## config.mk

```make
export PLATFORM = sky130hd
export DESIGN_NAME = cna_back
export DESIGN_NICKNAME = d
export VERILOG_FILES = /design/src/rtl/cna_pkg.sv /design/src/rtl/cna_back.sv
export SDC_FILE = /design/constraint.sdc
export NUM_CORES = 1
export LEC_CHECK = 0
export BUFFER_PORTS_ARGS = -buffer_cell sky130_fd_sc_hd__buf_2
export CAP_MARGIN = 20
export CORE_ASPECT_RATIO = 1.1
export CORE_UTILIZATION = 40
export CTS_BUF_LIST = sky130_fd_sc_hd__clkbuf_8
export DETAILED_ROUTE_END_ITERATION = 12
export PLACE_DENSITY = 0.66
export SLEW_MARGIN = 40
export SYNTH_ARGS = -nofsm -noshare
export SYNTH_HDL_FRONTEND = slang
export SYNTH_SLANG_ARGS = --single-unit
```

## constraint.sdc

```tcl
create_clock -name clk -period 9.3 [get_ports clk]
set_input_delay 0.465 -clock clk [delete_from_list [all_inputs] [get_ports clk]]
set_output_delay 0.465 -clock clk [all_outputs]
set_load 0.005 [all_outputs]
```

## src/rtl/cna_pkg.sv

```systemverilog
`default_nettype none
// ----------------------------------------------------------------------------
// cna_pkg: shared types and constants
// Operation codes, default widths and the control word that travels with
// each transaction down the complex ALU pipeline.
// ----------------------------------------------------------------------------
package cna_pkg;

  localparam int DATA_WIDTH = 16;
  localparam int FRAC_BITS  = 8;

  typedef enum logic [1:0] {
    CMD_ADD = 2'd0,
    CMD_SUB = 2'd1,
    CMD_MUL = 2'd2,
    CMD_DIV = 2'd3
  } cmd_t;

  typedef struct packed {
    cmd_t cmd;
    logic dbz;
    logic re_neg;
    logic im_neg;
  } ctl_t;

endpackage
`default_nettype wire

```

## src/rtl/cna_back.sv

```systemverilog
`default_nettype none
// ----------------------------------------------------------------------------
// cna_back: rounding, saturation and output register
// Rounds each part for its operation, clamps it to the output range and
// holds the finished transaction until the sink takes it.
// ----------------------------------------------------------------------------
module cna_back #(
  parameter int DW = cna_pkg::DATA_WIDTH,
  parameter int FB = cna_pkg::FRAC_BITS
) (
  input  wire logic                clk,
  input  wire logic                rst,
  input  wire logic                in_valid,
  output logic                     in_ready,
  input  wire cna_pkg::ctl_t       in_ctl,
  input  wire logic [2*DW+FB:0]    in_quo_re,
  input  wire logic [2*DW+FB:0]    in_quo_im,
  output logic                     out_valid,
  input  wire logic                out_ready,
  output logic [DW-1:0]            out_real,
  output logic [DW-1:0]            out_imag,
  output logic                     out_dbz,
  output logic                     out_ovf
);

  localparam int SW = 2 * DW + FB + 1;
  localparam logic [SW:0] LIM_V  = {{(SW-DW+1){1'b0}}, 1'b1, {(DW-1){1'b0}}};
  localparam logic [SW:0] HALF_V = (SW+1)'((2**FB) / 2);

  logic [SW:0]   mag_re, mag_im;
  logic          neg_re, neg_im;
  logic [DW-1:0] sat_re, sat_im;
  logic          ovf_re, ovf_im;

  assign in_ready = !out_valid || out_ready;

  function automatic logic [SW:0] round_mag(cna_pkg::cmd_t cmd, logic [SW-1:0] quo);
    logic [SW:0] plain;
    logic [SW:0] r;
    begin
      plain = {1'b0, quo} >> (FB + 1);
      unique case (cmd)
        cna_pkg::CMD_ADD, cna_pkg::CMD_SUB: r = plain;
        cna_pkg::CMD_MUL:                   r = (plain + HALF_V) >> FB;
        default:                            r = ({1'b0, quo} + (SW+1)'(1)) >> 1;
      endcase
      return r;
    end
  endfunction

  function automatic logic [DW:0] saturate(logic neg, logic [SW:0] mag);
    logic [SW:0] neg_mag;
    begin
      neg_mag = -mag;
      if (!neg) begin
        if (mag > LIM_V - (SW+1)'(1)) begin
          return {1'b1, 1'b0, {(DW-1){1'b1}}};
        end
        return {1'b0, mag[DW-1:0]};
      end
      if (mag > LIM_V) begin
        return {1'b1, 1'b1, {(DW-1){1'b0}}};
      end
      return {1'b0, neg_mag[DW-1:0]};
    end
  endfunction

  always_comb begin
    mag_re = round_mag(in_ctl.cmd, in_quo_re);
    mag_im = round_mag(in_ctl.cmd, in_quo_im);
    neg_re = in_ctl.re_neg;
    neg_im = in_ctl.im_neg;
    // zero divisor: force a clean zero result
    if (in_ctl.dbz) begin
      mag_re = '0;
      mag_im = '0;
      neg_re = 1'b0;
      neg_im = 1'b0;
    end
    {ovf_re, sat_re} = saturate(neg_re, mag_re);
    {ovf_im, sat_im} = saturate(neg_im, mag_im);
  end

  always_ff @(posedge clk) begin
    if (rst) begin
      out_valid <= 1'b0;
    end else if (in_ready) begin
      out_valid <= in_valid;
    end
    if (in_ready && in_valid) begin
      out_real <= sat_re;
      out_imag <= sat_im;
      out_dbz  <= in_ctl.dbz;
      out_ovf  <= ovf_re || ovf_im;
    end
  end

endmodule
`default_nettype wire

```

==> run metrics <==
gate family responsible for the most delay along the worst path simple AND/OR/NAND/NOR gates; arrival time worst endpoint 4.55 ns; Most used DFF post-synth edfxtp_1; post-cts hold buffer count 0; main combinational cell family by area after synthesis simple AND/OR/NAND/NOR gates; clock net sink count 35; area of the die 16,300 µm²; Yosys warning total 0; width of the die 122 µm; average size of a mapped cell 7.43 µm²; Worst setup endpoint out_imag[10]; Yosys reg bits 35; port buffer count 126; post-layout net count 1,025; Reg-to-Reg End out_real[10]; Crit. End Element flop; Worst Min Path Start rst; Max stage delay on crit path 0.74 ns; simple-gate share of the synthesized area 0.364; post-synthesis to final-layout area growth 10.5%; Power per Cell Area 80.7 nW/µm²; fraction of the mapped netlist area in compound gates 0.246; sequential cell area fraction in the yosys report 0.165; cts repair resizes 0; kind of start point of the critical path input pin; clock latency of the later-clocked register in the worst-skew pair 0.29 ns; EDFF count, synth 34; mux contribution to synthesized area 0.0406; Routability Congestion 0.975; maximum number of pins on one net before global-route repair 44; number of clock buffers inserted by TritonCTS 5; routed wire length 22,300 µm; Post-DRT Antenna Nets 0; length of the first detailed-routing pass in iterations 5; routed wirelength normalized by instance count 19.9 µm; Cell Count, Final, Fillers Out 1,125; tightest slew margin relative to the limit 0.474; half-perimeter wire length of the detailed placement result 17,100 µm; number of endpoints failing setup at the final stage 0; worst reg-to-reg path cell count 3; FF-to-FF setup slack 8.02 ns; CTS H-tree lvls 2; total global routing track utilization 0.270; startpoint of the worst-slack reg-to-reg timing path out_valid; Ports 127; Mapped Nets 949; routed vias 7,341; Setup Crit Path Kind in -> reg; master cell of the clock root buffer clkbuf_8; unrepaired setup endpoints after global routing no; layout cells sized above 1 0.202; maximum fanout along the worst path 14; overflow left after global routing 0; wire length of the first global-routing pass 35,300 µm; synth unique cells 92; Least-Margin Pin Slew 0.787 ns; adder and majority cell fraction of the synthesized area 0.0158; Critical Path, Cell by Cell buf_2, ha_1, nand4_2, or4_1, nor4_1, mux2_2, o21a_1, a311oi_1, nand3_1, nor3_4, nand2_1, o311ai_1; static leakage 0.00241 µW; share of the synthesized netlist area taken by xor and xnor gates 0.0929; row count 47; number of buffers and inverters on the critical path 1; Fin Clk Skew 0.00454 ns; share of flip-flops with an asynchronous set or reset 0; hold violation total from the final report 0; setup repair bufs after CTS 0; cell with the largest stage delay on the worst path or4_1; Max Buffers Root-to-Sink 2; violation count after the first detailed-route iteration 748; vias per cell 6.53; vertical die dimension 134 µm; placed instance count 1,115; TritonCTS clock tree done; number of maximum-capacitance constraint violations 0; required time worst endpoint 9.38 ns; Cell Area, Synth 6320 µm²; number of global-route vias before repair 6,581; clock-pin slew on the worst setup and hold paths 0.07 ns; antenna violations before repair 4; fill cell instance count of the final layout 1,593; placeable core area 15,200 µm²; maximum achievable frequency 224 MHz; most frequent standard cell in the layout excluding fill and tap cells buf_2; worst ir drop on vdd 0.0437 mV; Period minus WS final 4.46 ns; logic depth of the worst setup path including buffers 12; post-route setup TNS 0 ns; Synth Instances 850; source of the critical timing path in_quo_im[16]; final worst path period share 0.480; HP Class in -> reg; DRC Markers 0; highest-count cells in the layout ignoring fill and taps buf_2 (126), nand2_1 (80), nor2_1 (66); initial cell density of the core 0.415; max-slew violation count 0; outcome finished, final reports clean
==> sequential cells by signal, indices dropped and copies added (netlist names) <==
register,cells
out_dbz,1
out_imag,16
out_ovf,1
out_real,16
out_valid,1
==> layout make-up <==
| class | count | area, µm² | share of cell area |
|---|---|---|---|
| sequential | 35 | 1040 | 0.149 |
| antenna | 2 | 5.00 | 0.000717 |
| multi-input combinational | 726 | 4820 | 0.691 |
| clock buffer | 7 | 96.3 | 0.0138 |
| clock inverter | 1 | 3.75 | 0.000538 |
| inverter | 28 | 105 | 0.0151 |
| timing repair buffer | 130 | 664 | 0.0952 |
| tap | 196 | 245 | 0.0351 |
==> synth_stat cells, types with 9 or more instances <==
cell	instances	area [µm²]
a211oi_1	9	67.6
a21oi_1	37	185
a221oi_1	11	96.3
a31oi_1	18	113
and3_1	10	62.6
and4_1	14	123
buf_2	13	65.1
buf_4	9	67.6
clkbuf_1	24	90.1
edfxtp_1	34	1020
inv_1	27	101
mux2i_1	20	200
nand2_1	80	300
nand2b_1	9	56.3
nand3_1	63	315
nand4_1	30	188
nor2_1	66	248
nor3_1	31	155
nor4_1	22	138
o21ai_0	35	175
o221ai_1	9	78.8
or3_1	20	125
or4_1	9	67.6
xnor2_1	44	385
xor2_1	23	201
==> worst reg2reg max path: stages, from the launching register on <==
cell      delay [ns]
dfxtp_1         0.31
nand2b_1        0.09
and2_1          0.13
buf_4           0.39
==> through the flow <==
stage          hold slack [ns]  area, µm²  power, µW  utilization  setup slack [ns]
5_1_grt                  0.311       6980        597        0.458              4.57
3_3_place_gp             0.494       6840        437        0.449              4.56
2_1_floorplan            0.522       6320        358            -              5.61
4_1_cts                  0.306       6950        561        0.457              4.70
6_report                 0.318       6980        563        0.458              4.84
3_5_place_dp             0.505       6850        439        0.450              4.42
==> routing by layer <==
metal | up-vias | routed length (µm) | share of wire | GRT usage
li1 | 3453 | - | - | -
met3 | 60 | 1910 | 0.085 | 0.0425
met4 | 2 | 620 | 0.028 | 0.102
met5 | - | 10 | 0.00045 | 0
met2 | 396 | 10100 | 0.45 | 0.424
met1 | 3430 | 9660 | 0.43 | 0.370
==> worst min-delay path by stage <==
stage	endpoint	cells past startpoint
after floorplan	out_valid	2
after global placement	out_valid	2
after detailed placement	out_valid	2
after CTS	out_valid	2
after global routing	out_valid	2
final	out_valid	2
==> kinds of logic after synthesis <==
group / Yosys count
AND/OR/NAND/NOR: 412
AO/OA/AOI/OAI: 214
buffers and inverters: 89
XOR/XNOR: 67
flip-flops: 35
multiplexers: 25
adder cells (fa/ha/maj): 8
==> power by group <==
| group | leakage, µW | internal, µW | switching [µW] | total [µW] |
|---|---|---|---|---|
| clock | 0.0000557 | 66.5 | 53.9 | 120 |
| sequential | 0.000315 | 188 | 2.64 | 190 |
| combinational | 0.00203 | 88.8 | 164 | 252 |
| total | 0.00241 | 343 | 220 | 563 |
No activity file was read; power rests on OpenSTA's default activity.
