===== src/rtl/cna_pkg.sv =====
`default_nettype none
// ----------------------------------------------------------------------------
// cna_pkg: shared types and constants
// Operation codes, default widths and the control word that travels with
// each transaction down the complex ALU pipeline.
// ----------------------------------------------------------------------------
package cna_pkg;

  localparam int DATA_WIDTH = 16;
  localparam int FRAC_BITS  = 8;

  typedef enum logic [1:0] {
    CMD_ADD = 2'd0,
    CMD_SUB = 2'd1,
    CMD_MUL = 2'd2,
    CMD_DIV = 2'd3
  } cmd_t;

  typedef struct packed {
    cmd_t cmd;
    logic dbz;
    logic re_neg;
    logic im_neg;
  } ctl_t;

endpackage
`default_nettype wire


===== src/rtl/cna_front.sv =====
`default_nettype none
// ----------------------------------------------------------------------------
// cna_front: operand products and signed-magnitude forming
// Stage one takes the partial products and the plain sums, stage two forms
// the real and imaginary magnitudes, their signs and the divisor norm.
// ----------------------------------------------------------------------------
module cna_front #(
  parameter int DW = cna_pkg::DATA_WIDTH,
  parameter int FB = cna_pkg::FRAC_BITS
) (
  input  wire logic                       clk,
  input  wire logic                       rst,
  input  wire logic                       in_valid,
  output logic                            in_ready,
  input  wire cna_pkg::cmd_t              in_cmd,
  input  wire logic signed [DW-1:0]       in_a,
  input  wire logic signed [DW-1:0]       in_b,
  input  wire logic signed [DW-1:0]       in_c,
  input  wire logic signed [DW-1:0]       in_d,
  output logic                            out_valid,
  input  wire logic                       out_ready,
  output cna_pkg::ctl_t                   out_ctl,
  output logic [2*DW-1:0]                 out_den,
  output logic [2*DW+FB:0]                out_num_re,
  output logic [2*DW+FB:0]                out_num_im
);

  localparam int MW = 2 * DW;
  localparam int SW = MW + FB + 1;

  // stage one
  logic                   v1;
  logic                   r1;
  cna_pkg::cmd_t          cmd1;
  logic                   dbz1;
  logic signed [MW-1:0]   p_ac, p_bd, p_bc, p_ad, p_cc, p_dd;
  logic signed [DW:0]     s_re, s_im;

  // stage two
  logic                   r2;
  logic signed [MW:0]     sum_re, sum_im;
  logic [MW:0]            abs_re, abs_im;

  assign r1       = !v1 || r2;
  assign r2       = !out_valid || out_ready;
  assign in_ready = r1;

  always_ff @(posedge clk) begin
    if (rst) begin
      v1 <= 1'b0;
    end else if (r1) begin
      v1 <= in_valid;
    end
    if (r1 && in_valid) begin
      cmd1 <= in_cmd;
      dbz1 <= (in_cmd == cna_pkg::CMD_DIV) && (in_c == '0) && (in_d == '0);
      p_ac <= in_a * in_c;
      p_bd <= in_b * in_d;
      p_bc <= in_b * in_c;
      p_ad <= in_a * in_d;
      p_cc <= in_c * in_c;
      p_dd <= in_d * in_d;
      if (in_cmd == cna_pkg::CMD_SUB) begin
        s_re <= {in_a[DW-1], in_a} - {in_c[DW-1], in_c};
        s_im <= {in_b[DW-1], in_b} - {in_d[DW-1], in_d};
      end else begin
        s_re <= {in_a[DW-1], in_a} + {in_c[DW-1], in_c};
        s_im <= {in_b[DW-1], in_b} + {in_d[DW-1], in_d};
      end
    end
  end

  always_comb begin
    unique case (cmd1)
      cna_pkg::CMD_ADD, cna_pkg::CMD_SUB: begin
        sum_re = {{(MW-DW){s_re[DW]}}, s_re};
        sum_im = {{(MW-DW){s_im[DW]}}, s_im};
      end
      cna_pkg::CMD_MUL: begin
        sum_re = {p_ac[MW-1], p_ac} - {p_bd[MW-1], p_bd};
        sum_im = {p_bc[MW-1], p_bc} + {p_ad[MW-1], p_ad};
      end
      default: begin
        sum_re = {p_ac[MW-1], p_ac} + {p_bd[MW-1], p_bd};
        sum_im = {p_bc[MW-1], p_bc} - {p_ad[MW-1], p_ad};
      end
    endcase
    abs_re = sum_re[MW] ? -sum_re : sum_re;
    abs_im = sum_im[MW] ? -sum_im : sum_im;
  end

  always_ff @(posedge clk) begin
    if (rst) begin
      out_valid <= 1'b0;
    end else if (r2) begin
      out_valid <= v1;
    end
    if (r2 && v1) begin
      out_ctl.cmd    <= cmd1;
      out_ctl.dbz    <= dbz1;
      out_ctl.re_neg <= sum_re[MW];
      out_ctl.im_neg <= sum_im[MW];
      out_den        <= p_cc + p_dd;
      // numerator with room for the fraction and the rounding bit
      out_num_re     <= SW'({abs_re[MW-1:0], {(FB+1){1'b0}}});
      out_num_im     <= SW'({abs_im[MW-1:0], {(FB+1){1'b0}}});
    end
  end

endmodule
`default_nettype wire


===== config.mk =====
export PLATFORM = sky130hd
export DESIGN_NAME = cna_front
export DESIGN_NICKNAME = d
export VERILOG_FILES = /design/src/rtl/cna_pkg.sv /design/src/rtl/cna_front.sv
export SDC_FILE = /design/constraint.sdc
export NUM_CORES = 2
export LEC_CHECK = 0
export BUFFER_PORTS_ARGS = -buffer_cell sky130_fd_sc_hd__buf_2
export CORE_ASPECT_RATIO = 0.9
export CORE_MARGIN = 8
export CORE_UTILIZATION = 50
export DETAILED_ROUTE_END_ITERATION = 8
export PLACE_DENSITY = 0.69
export SKIP_CTS_REPAIR_TIMING = 1
export SLEW_MARGIN = 5
export SYNTH_ARGS = -nofsm -noshare
export SYNTH_HDL_FRONTEND = slang
export SYNTH_SLANG_ARGS = --single-unit

===== constraint.sdc =====
create_clock -name clk -period 8.05 [get_ports clk]
set_input_delay 1.2075 -clock clk [delete_from_list [all_inputs] [get_ports clk]]
set_output_delay 1.2075 -clock clk [all_outputs]
set_load 0.01 [all_outputs]

==> impl_metrics.yaml <==
setup_path:
  critPathRequiredTime_ns: 8.40
  crit_path_start_kind: "primary input"
  cp.arrival_ns: 7.89
  startpoint: "in_d[5]"
  worstPathMaxFanout: 28
  r2r_start: "p_bd[6]$_DFFE_PP_"
  critPathKind: "primary input to flip-flop"
  end_kind: "flip-flop"
hold_path:
  worstHoldStart: "dbz1$_DFFE_PP_"
  hold_class: "flip-flop to flip-flop"
final_layout:
  area_delta_synth_final_pct: 7.43
  postLayoutCoreUtil: 0.539
  drive_gt1_frac: 0.0668
  layout.nets: 10617
place:
  gp_congestion: 0.982
  place_hpwl_mm: 182
  io_buffers: 172
floorplan:
  design.core.area_mm2: 0.154
  die_area_mm2: 0.168
  start_util: 0.502
  die_w_um: 431
  io_pins: 191
  rows: 137
  die_y_um: 389
cts:
  cts_sinks: 330
  clk_latency_ns: 0.62
  cts_htree_levels: 2
  tritoncts: "yes"
  cts_buffers: 40
  clockBufferDepth: 3
  clk_pin_slew_ns: 0.07
  root_buffer: "clkbuf_16"
timing:
  hold_viol: 0
  skew_ns: 0.0283
  max-slew-margin-rel: 0.120
  max_freq_mhz: 133
  finalSetupViolations: 0
  min_period_ns: 7.54
  tns_ns: 0
  tightest_slew_ns: 1.32
  finalCritPeriodShare: 0.937
  rsz0062_at_grt: "no"
  final_max_slew_viol_count: 0
synth:
  synth_flop_cell: "edfxtp_1"
  synth_cell_types: 104
  yosys_warnings: 0
  synth_edf_count: 328
  ys_ff_latch: 330
  synth_area_leaders: "fa_1 39%, edfxtp_1 13%, ha_1 11%"
  ys_seq_area_frac: 0.128
  avgSynthCellArea_um2: 9.40
  synth_top_area_share: 0.392
  syn-instance-count: 8240
  synth.most_common_cell: "inv_1"
  async_flop_share: 0
  synth_top_area_cell: "fa_1"
  syn-cell-area_mm2: 0.0775
  synth_common_cells: "1,863 x inv_1, 1,518 x fa_1, 783 x nand2_1"
global_routing:
  grt_max_degree: 131
  grt_pass1_wl_mm: 345
  grt_pass1_vias: 59620
  grt_antenna_before_repair: 28
  grt_use_total: 0.263
  gr-total-overflow: 0
detailed_routing:
  drt-wirelength-per-cell_um: 20.8
  via_count: 56713
  ant_nets: 0
  routed_wl_mm: 219
  route.detailed.drc: 0
  dr.first_iter.drc_count: 4364
  avgViaCountPerCell: 5.40
  drtPass1Iterations: 7
status:
  outcome: "finished, final reports clean"
run:
  drv_cap: 0
registers in the layout (all words and copies together), names as in the netlist:
register / count
out_den: 32
out_num_im: 32
out_num_re: 32
p_ac: 32
p_ad: 32
p_bc: 32
p_bd: 32
p_cc: 31
p_dd: 31
s_im: 17
s_re: 17
out_ctl: 5
cmd1: 2
dbz1: 1
out_valid: 1
v1: 1
worst max-delay path: stages:
cell,delay [ns]
buf_2,0.15
buf_4,0.24
buf_4,0.38
and2_1,0.22
fa_1,0.42
inv_1,0.08
fa_1,0.44
fa_1,0.50
fa_1,0.55
inv_1,0.05
fa_1,0.51
fa_1,0.42
ha_1,0.32
and2_1,0.21
and3_1,0.21
a32oi_1,0.18
a31oi_1,0.15
o21ai_0,0.37
a21oi_1,0.22
a21o_1,0.24
a211o_1,0.30
a31o_2,0.24
a21oi_1,0.16
xnor2_1,0.10
logic make-up (layout without fill, tap and decap cells):
kind of cell | Yosys count | in the layout | share of synthesized area
multiplexers | 20 | 20 | 0.00258
adder cells (fa/ha/maj) | 2171 | 2171 | 0.498
AO/OA/AOI/OAI | 876 | 876 | 0.0748
buffers and inverters | 2227 | 2377 | 0.109
XOR/XNOR | 468 | 468 | 0.0530
flip-flops | 330 | 330 | 0.128
other | 1 | 31 | 0.0000484
AND/OR/NAND/NOR | 2147 | 2147 | 0.135
layout make-up:
class | count | area, µm²
fillers | 13799 | 71200
well taps | 2085 | 2610
multi-input cells | 5700 | 59200
repair buffers | 428 | 3000
inverters | 1876 | 7040
clock inverters | 28 | 410
flip-flops and latches | 330 | 9890
clock buffers | 45 | 1020
diodes | 13 | 32.5
layout by cell type, fill, tap and decap left out, drive strengths merged, types with 10 or more instances in the layout:
cell type / count
nor4: 21
xnor2: 340
a31o: 19
a41oi: 11
or4: 13
nor2: 421
diode: 13
o21a: 42
nor2b: 31
nor4b: 10
a21oi: 254
edfxtp: 328
or2: 12
nand3: 81
nand2b: 60
or3: 18
inv: 1873
clkinv: 23
o211ai: 22
clkbuf: 45
mux2i: 20
nand4: 24
a211o: 15
a21boi: 11
o41ai: 21
a31oi: 40
nand2: 783
o31ai: 27
a21o: 105
buf: 428
nor3: 81
a211oi: 23
and2: 522
o21ai: 155
o21bai: 32
fa: 1518
xor2: 128
conb: 18
ha: 653
and3: 28
metal layers:
layer | global-route usage | wire [µm] | part of all wire | vias to the layer above
met3 | 0.0526 | 18600 | 0.085 | 435
met4 | 0.109 | 11000 | 0.050 | 20
li1 | - | - | - | 25591
met2 | 0.402 | 95800 | 0.44 | 2185
met5 | 0 | 138 | 0.00063 | -
met1 | 0.368 | 93300 | 0.43 | 28482
per-stage QoR:
step	hold slack (ns)	setup WS (ns)	cell area, µm²	cells
3_3_place_gp	0.493	0.00892	81800	10419
6_report	0.504	0.508	83200	10505
2_1_floorplan	0.400	0.0264	77500	8257
3_5_place_dp	0.523	0.0207	81800	10419
5_1_grt	0.509	0.225	83200	10499
4_1_cts	0.533	0.658	83200	10492
path summary, 6_finish.rpt:
path,endpoint,slack (ns),cells after the start
max reg2reg,out_num_re[18]$_DFFE_PP_,1.62,19
min,out_ctl[2]$_DFFE_PP_,0.50,0
min reg2reg,out_ctl[2]$_DFFE_PP_,0.50,0
max,p_ad[31]$_DFFE_PP_,0.51,24
Power is not shown: default switching activity piles up to over one toggle a cycle in this logic, so the estimate is an artifact.
