<file path="src/rtl/cna_pkg.sv">
`default_nettype none
// ----------------------------------------------------------------------------
// cna_pkg: shared types and constants
// Operation codes, default widths and the control word that travels with
// each transaction down the complex ALU pipeline.
// ----------------------------------------------------------------------------
package cna_pkg;

  localparam int DATA_WIDTH = 16;
  localparam int FRAC_BITS  = 8;

  typedef enum logic [1:0] {
    CMD_ADD = 2'd0,
    CMD_SUB = 2'd1,
    CMD_MUL = 2'd2,
    CMD_DIV = 2'd3
  } cmd_t;

  typedef struct packed {
    cmd_t cmd;
    logic dbz;
    logic re_neg;
    logic im_neg;
  } ctl_t;

endpackage
`default_nettype wire

</file>
<file path="src/rtl/cna_div_cell.sv">
`default_nettype none
// ----------------------------------------------------------------------------
// cna_div_cell: one restoring-division step
// Shifts one numerator bit into the partial remainder of both parts and
// develops one quotient bit; non-divide transactions shift their magnitude
// straight into the quotient register.
// ----------------------------------------------------------------------------
module cna_div_cell #(
  parameter int MW = 2 * cna_pkg::DATA_WIDTH,
  parameter int SW = 2 * cna_pkg::DATA_WIDTH + cna_pkg::FRAC_BITS + 1
) (
  input  wire logic          clk,
  input  wire logic          rst,
  input  wire logic          in_valid,
  output logic               in_ready,
  input  wire cna_pkg::ctl_t in_ctl,
  input  wire logic [MW-1:0] in_den,
  input  wire logic [SW-1:0] in_num_re,
  input  wire logic [SW-1:0] in_num_im,
  input  wire logic [MW-1:0] in_rem_re,
  input  wire logic [MW-1:0] in_rem_im,
  input  wire logic [SW-1:0] in_quo_re,
  input  wire logic [SW-1:0] in_quo_im,
  output logic               out_valid,
  input  wire logic          out_ready,
  output cna_pkg::ctl_t      out_ctl,
  output logic [MW-1:0]      out_den,
  output logic [SW-1:0]      out_num_re,
  output logic [SW-1:0]      out_num_im,
  output logic [MW-1:0]      out_rem_re,
  output logic [MW-1:0]      out_rem_im,
  output logic [SW-1:0]      out_quo_re,
  output logic [SW-1:0]      out_quo_im
);

  logic          is_div;
  logic [MW:0]   t_re, t_im;
  logic          ge_re, ge_im;
  logic [MW-1:0] rem_re_next, rem_im_next;
  logic [SW-1:0] quo_re_next, quo_im_next;

  assign in_ready = !out_valid || out_ready;
  assign is_div   = (in_ctl.cmd == cna_pkg::CMD_DIV);

  always_comb begin
    t_re  = {in_rem_re, in_num_re[SW-1]};
    t_im  = {in_rem_im, in_num_im[SW-1]};
    ge_re = t_re >= {1'b0, in_den};
    ge_im = t_im >= {1'b0, in_den};
    rem_re_next = ge_re ? MW'(t_re - {1'b0, in_den}) : t_re[MW-1:0];
    rem_im_next = ge_im ? MW'(t_im - {1'b0, in_den}) : t_im[MW-1:0];
    quo_re_next = {in_quo_re[SW-2:0], is_div ? ge_re : in_num_re[SW-1]};
    quo_im_next = {in_quo_im[SW-2:0], is_div ? ge_im : in_num_im[SW-1]};
  end

  always_ff @(posedge clk) begin
    if (rst) begin
      out_valid <= 1'b0;
    end else if (in_ready) begin
      out_valid <= in_valid;
    end
    if (in_ready && in_valid) begin
      out_ctl    <= in_ctl;
      out_den    <= in_den;
      out_num_re <= {in_num_re[SW-2:0], 1'b0};
      out_num_im <= {in_num_im[SW-2:0], 1'b0};
      out_rem_re <= rem_re_next;
      out_rem_im <= rem_im_next;
      out_quo_re <= quo_re_next;
      out_quo_im <= quo_im_next;
    end
  end

endmodule
`default_nettype wire

</file>
<file path="config.mk">
export PLATFORM = sky130hd
export DESIGN_NAME = cna_div_cell
export DESIGN_NICKNAME = d
export VERILOG_FILES = /design/src/rtl/cna_pkg.sv /design/src/rtl/cna_div_cell.sv
export SDC_FILE = /design/constraint.sdc
export NUM_CORES = 1
export LEC_CHECK = 0
export ABC_AREA = 1
export BUFFER_PORTS_ARGS = -buffer_cell sky130_fd_sc_hd__buf_2
export CAP_MARGIN = 5
export CORE_AREA = 3 3 205 207
export CTS_CLUSTER_DIAMETER = 40
export DETAILED_ROUTE_END_ITERATION = 10
export DIE_AREA = 0 0 208 210
export GPL_TIMING_DRIVEN = 0
export SLEW_MARGIN = 20
export SYNTH_ARGS = -nofsm -noshare
export SYNTH_HDL_FRONTEND = slang
export SYNTH_SLANG_ARGS = --single-unit
</file>
<file path="constraint.sdc">
create_clock -name clk -period 23.6 [get_ports clk]
set_input_delay 1.18 -clock clk [delete_from_list [all_inputs] [get_ports clk]]
set_output_delay 1.18 -clock clk [all_outputs]
set_load 0.02 [all_outputs]
</file>
==> out/metrics.cfg, run 1 <==
[outcome]
status=finished clean

[logic_synthesis]
avgSynthCellArea_um2=9.26
ys_ff_latch=264
synth_area_um2=14300
async_reset_ff_share_pct=0
synth.most_common_cell=nand2_1
yosysWarnings=0
synth_flop_cell=edfxtp_1
synth_area_leader_cell=edfxtp_1
synthXorXnorAreaFrac_pct=1.71
synth_cell_types=31
seq_area_frac_synth_pct=55.4
synth_edf_count=263
synthAdderAreaFrac_pct=5.88
synth_compound_area_share_pct=1.71
yosys.area_share.simple_pct=27.2
synth_top_family_by_area=simple AND/OR/NAND/NOR gates
synth_cells=1545
synth_area_leaders=edfxtp_1 (55%), nand2_1 (14%), inv_1 (6.6%)
muxShareOfSynthArea_pct=0
netlist_top_cells_count=nand2_1 (540), edfxtp_1 (263), inv_1 (253)
yosys.area.top_type_share_pct=55.2

[power]
p_leak_uw=0.00983
p_int_uw=1070
clockPowerShare_pct=42.9
pwr-share-seq_pct=36.9
switchingPower_uw=474
ir_drop_uv=48.5
p_per_area_nw_per_um2=79.0
pwr-share-comb_pct=20.1
p_sw_share_pct=30.7

[cells_and_area]
final_cells=2709
finalInstanceArea_um2=19500
drive_gt1_share_pct=33.6
area_delta_synth_final_pct=36.5
final_nets=2472

[placement]
hpwl_um=48700
post-place-ws_ns=20.02
portBuffers=531
placed_cells_incl_taps=2621
gp_congestion=0.914
placed_area_um2=18000

[timing]
fin_crit_ns=2.96
setup_viol=0
finalHoldViolations=0
relSlewSlack_pct=48.3
worstMarginPinSlew_ns=0.774
layout_setup_ws_ns=20.64
period_share_pct=12.5
fin_skew_ns=0.00928
hold-worst-slack_ns=0.566
max_freq_mhz=338
setup_tns_ns=0
rsz0062_at_grt=false
finalMaxSlewViolations=0

[routing]
viasPerCell=4.73
avgRoutedWirePerCell_um=21.3
drc_errors=0
wl_um=57600
drtIter0Drc=818
dr.pass1.iters=5
num_vias=12800
drtAntennaViolNets=0

[clocking]
cts_tree=built
numCtsBuffers=46
cts_resized=0
cts_root_buf=clkbuf_16
cts.sinks=264
cts_buffer_depth=3
path_clk_slew_ns=0.06
clkLatencyLatePin_ns=0.57
post-cts-setup-buffers=0
htree_levels=2
postCtsHoldBufs=0

[grt]
antenna_found_initial=16
track_usage_pct=25.6
grt_max_degree=28
grt_overflow_total=0
grt_pass1_vias=13000
grt_first_pass_wirelength_um=83000

[min_path]
hold_path_class=register to register

[critical_path]
crit_path_end_kind=register
crit_fanout=10
worstPathArrival_ns=3.27
crit_type=input port to register
critPathLaunchType=input port
cp.required_ns=23.91

[floorplan]
die_y_um=210
die_width_um=208
io_pins=536
row_count=74
initial_utilization_pct=35.3
die-area_um2=43700
core_area_um2=40600

[run]
cap_viol_max_count=0

==> sequential cells by signal, summed over array words and instances, names as in the netlist <==
| name | flops |
|---|---|
| out_quo_im | 41 |
| out_quo_re | 41 |
| out_num_im | 40 |
| out_num_re | 40 |
| out_den | 32 |
| out_rem_im | 32 |
| out_rem_re | 32 |
| out_ctl | 5 |
| out_valid | 1 |
==> layout by cell type (no fill, tap or decap), types with 3 or more instances in the layout <==
cell,synthesis,layout
buf_2,12,543
nand2_1,540,540
edfxtp_1,263,263
inv_1,253,253
nand3_1,109,109
nor2_1,69,69
ha_1,64,64
clkbuf_16,0,46
a21oi_1,39,38
nand3_2,32,32
xor2_1,28,28
nand3b_1,23,23
nand2_2,22,22
and2_1,17,17
nor3_1,14,14
nor2_2,12,12
buf_16,0,12
inv_2,11,11
inv_6,0,9
inv_8,0,7
nor3_2,4,4
a21o_1,4,4
nand4_1,4,4
o21ai_0,4,4
clkinv_1,0,4
clkinv_4,0,4
clkbuf_1,0,4
diode_2,0,3
nor2_4,3,3
buf_8,3,3
bufinv_16,0,3
clkinv_2,0,3
clkinvlp_4,0,3
==> metrics by stage <==
step	util, %	total power, µW
after detailed placement	44.3	890
after global routing	48.1	1610
final	48.1	1540
after floorplan	-	777
after global placement	43.5	899
after CTS	48.1	1560
==> power by group through the flow <==
stage | sequential [µW] | clock (µW) | combinational, µW
after CTS | 570 | 680 | 313
after detailed placement | 579 | 0 | 311
after floorplan | 638 | 0 | 139
after global placement | 598 | 0 | 301
after global routing | 573 | 700 | 338
final | 570 | 662 | 310
==> worst max-delay path, stage by stage <==
cell	delay [ns]
buf_2	0.09
inv_1	0.08
ha_1	0.38
nand2_1	0.25
nor3_1	0.42
nand3_1	0.20
nand2_1	0.15
nor2_4	0.08
buf_2	0.20
nand3_1	0.13
nand2_1	0.09
==> kinds of logic (layout without fill, tap and decap cells) <==
group / count (synthesis) / in the layout
other cells: 1 / 5
simple gates: 855 / 855
fa+ha+maj: 66 / 66
xor+xnor: 28 / 28
compound gates: 47 / 47
flops: 264 / 264
buf+inv: 284 / 912
==> metal layers <==
metal	vias to the layer above	GRT usage [%]	share of wire, %
li1	6193	-	-
met1	6022	30.2	39
met2	465	46.7	51
met3	112	5.40	5.9
met4	10	8.39	3.3
met5	-	0	0.12
==> final cells by class <==
type                            instances  area [µm²]
Buffer                                 20         171
Inverter                              264         991
Clock buffer                           50        1170
Antenna cell                            3        7.51
Timing Repair Buffer                  543        2990
Fill cell                            3951       21000
Clock inverter                         35         372
Sequential cell                       264        7920
Tap cell                              532         666
Multi-Input combinational cell        998        5240
==> final timing paths <==
kind | from | slack, ns | end | cells after the start
worst max-delay path | in_den[28] | 20.64 | out_rem_re[22] | 11
worst min-delay path | out_valid | 0.57 | out_valid | 2
worst max register to register | out_valid | 21.09 | out_rem_re[28] | 7
worst min register to register | out_valid | 0.57 | out_valid | 2
No activity file was read; power rests on OpenSTA's default activity.
==> run 2, diff against run 1 <==
- CORE_AREA: 3 3 205 207 -> 3 3 206 208
- DIE_AREA: 0 0 208 210 -> 0 0 209 211
- clock period: 23.6 -> 2.8 ns (I/O delays scaled with it)
==> out/metrics.cfg, run 2 (synthesized netlist as in run 1, its figures left out) <==
[floorplan]
row_count=74  ; unchanged
die_width_um=209  ; +0.48%
die_y_um=211  ; +0.48%
initial_utilization_pct=35.1  ; -0.16 points
core_area_um2=40700  ; +0.46%
die-area_um2=44100  ; +0.96%
io_pins=536  ; unchanged

[critical_path]
cp.required_ns=3.08  ; -20.83 ns
critPathLaunchType=input port
crit_type=input port to register
worstPathArrival_ns=2.75  ; -0.52 ns
crit_fanout=10  ; unchanged
crit_path_end_kind=register

[clocking]
cts.sinks=264  ; unchanged
htree_levels=2  ; unchanged
path_clk_slew_ns=0.05  ; about the same
cts_tree=built
cts_resized=0  ; unchanged
clkLatencyLatePin_ns=0.58  ; about the same
cts_buffer_depth=3  ; unchanged
cts_root_buf=clkbuf_16
post-cts-setup-buffers=0  ; unchanged
numCtsBuffers=46  ; unchanged

[cells_and_area]
finalInstanceArea_um2=22100  ; +13%
area_delta_synth_final_pct=54.8
final_nets=2732  ; +11%
largest_registers=out_quo_im x41, out_quo_re x41
drive_gt1_share_pct=30.0  ; -3.6 points
mostFrequentLayoutCell=buf_2
final_cell_mix=buf_2 (543), nand2_1 (540), edfxtp_1 (263)

[timing]
finalHoldViolations=0  ; unchanged
rsz0062_at_grt=false
fin_crit_ns=2.48
finalMaxSlewViolations=0  ; unchanged
max_freq_mhz=404
fin_skew_ns=0.0135  ; +0.00420 ns
setup_viol=0  ; unchanged
period_share_pct=88.4

[power]
power_uw=13400  ; +770%
p_leak_uw=0.0109  ; +11%
p_per_area_nw_per_um2=605  ; +670%
ir_drop_uv=417  ; +760%

[routing]
drc_errors=0  ; unchanged
dr.pass1.iters=5  ; unchanged
viasPerCell=4.64  ; -1.9%
wl_um=60200  ; +4.5%
drtAntennaViolNets=0  ; unchanged
avgRoutedWirePerCell_um=20.3  ; -4.6%
drtIter0Drc=888  ; +8.6%
num_vias=13700  ; +7.4%

[grt]
grt_pass1_vias=14200  ; +9.0%
antenna_found_initial=6  ; -10
grt_overflow_total=0  ; unchanged
grt_max_degree=27  ; -3.6%
track_usage_pct=26.6  ; +0.94 points
grt_first_pass_wirelength_um=87100  ; +5.0%

[placement]
placed_area_um2=18000  ; +0.10%
portBuffers=531  ; unchanged
gp_congestion=0.885  ; -3.2%
hpwl_um=48300  ; -0.64%

[min_path]
hold_path_class=input port to register

[outcome]
status=finished clean

[run]
cap_viol_max_count=0  ; unchanged

run 2: cell types whose count changed in the layout (fill, tap and decap cells not counted), sizes merged:
cell,before,now
buf,563,564
bufinv,3,5
clkbuf,50,51
clkinv,12,10
clkinvlp,3,6
dlygate4sd3,0,259
inv,281,274
run 2: through the flow:
stage               util [%]   TNS, ns  hold WS, ns  worst slack (ns)  std cells
floorplan                  -   -610.61        0.199             -2.32       1546
global placement        43.3  -1091.61        0.289             -4.21       2609
detailed placement      44.2         0        0.301             0.289       2622
CTS                     54.3         0       0.0106             0.368       2963
global route            54.4         0       0.0462             0.185       2966
finish                  54.4         0       0.0234             0.325       2966
run 2: final timing paths:
kind	start	to	slack (ns)	cells after the start
worst max-delay path	in_den[27]	out_rem_im[15]	0.32	14
worst min-delay path	in_rem_im[17]	out_rem_im[18]	0.02	3
worst max register to register	out_valid	out_den[0]	0.53	7
worst min register to register	out_valid	out_num_im[33]	0.68	1
run 2: repair_timing:
item,4_1_cts,5_1_grt
hold buffers,259,0
setup endpoints to repair,0,0
endpoints found under the hold margin,260,0
run 2: critical path, cell delays in order:
cell and delay (ns):
dlygate4sd3_1 0.53, buf_2 0.13, inv_1 0.16, ha_1 0.34, nand2_1 0.19, nor2_2 0.08, nand3_1 0.08, nand3b_1 0.17
nand2_1 0.11, nor2_4 0.29, nand2_8 0.16, buf_8 0.19, nand2_2 0.06, nand2_1 0.13
run 2: final cells by class:
cell class,instances,area (µm²)
antenna,3,7.51
buffer,20,171
clock buffer,51,1170
clock inverter,31,385
fill,3726,18600
inverter,264,991
multi-input combinational,998,5240
sequential,264,7920
tap,532,666
timing repair buffer,803,5600
run 2: report_power, final:
group	switching, µW	leakage [µW]	internal, µW
logic	1830	0.00761	1110
clock network	2100	0.000738	3540
registers	74.6	0.00256	4730
run 2: routing by layer:
metal	vias up	routed length [µm]	GRT usage (%)
met5	-	37	0
li1	6709	-	-
met3	143	3280	5.20
met1	6398	23400	30.6
met4	6	3480	14.5
met2	492	30000	46.7
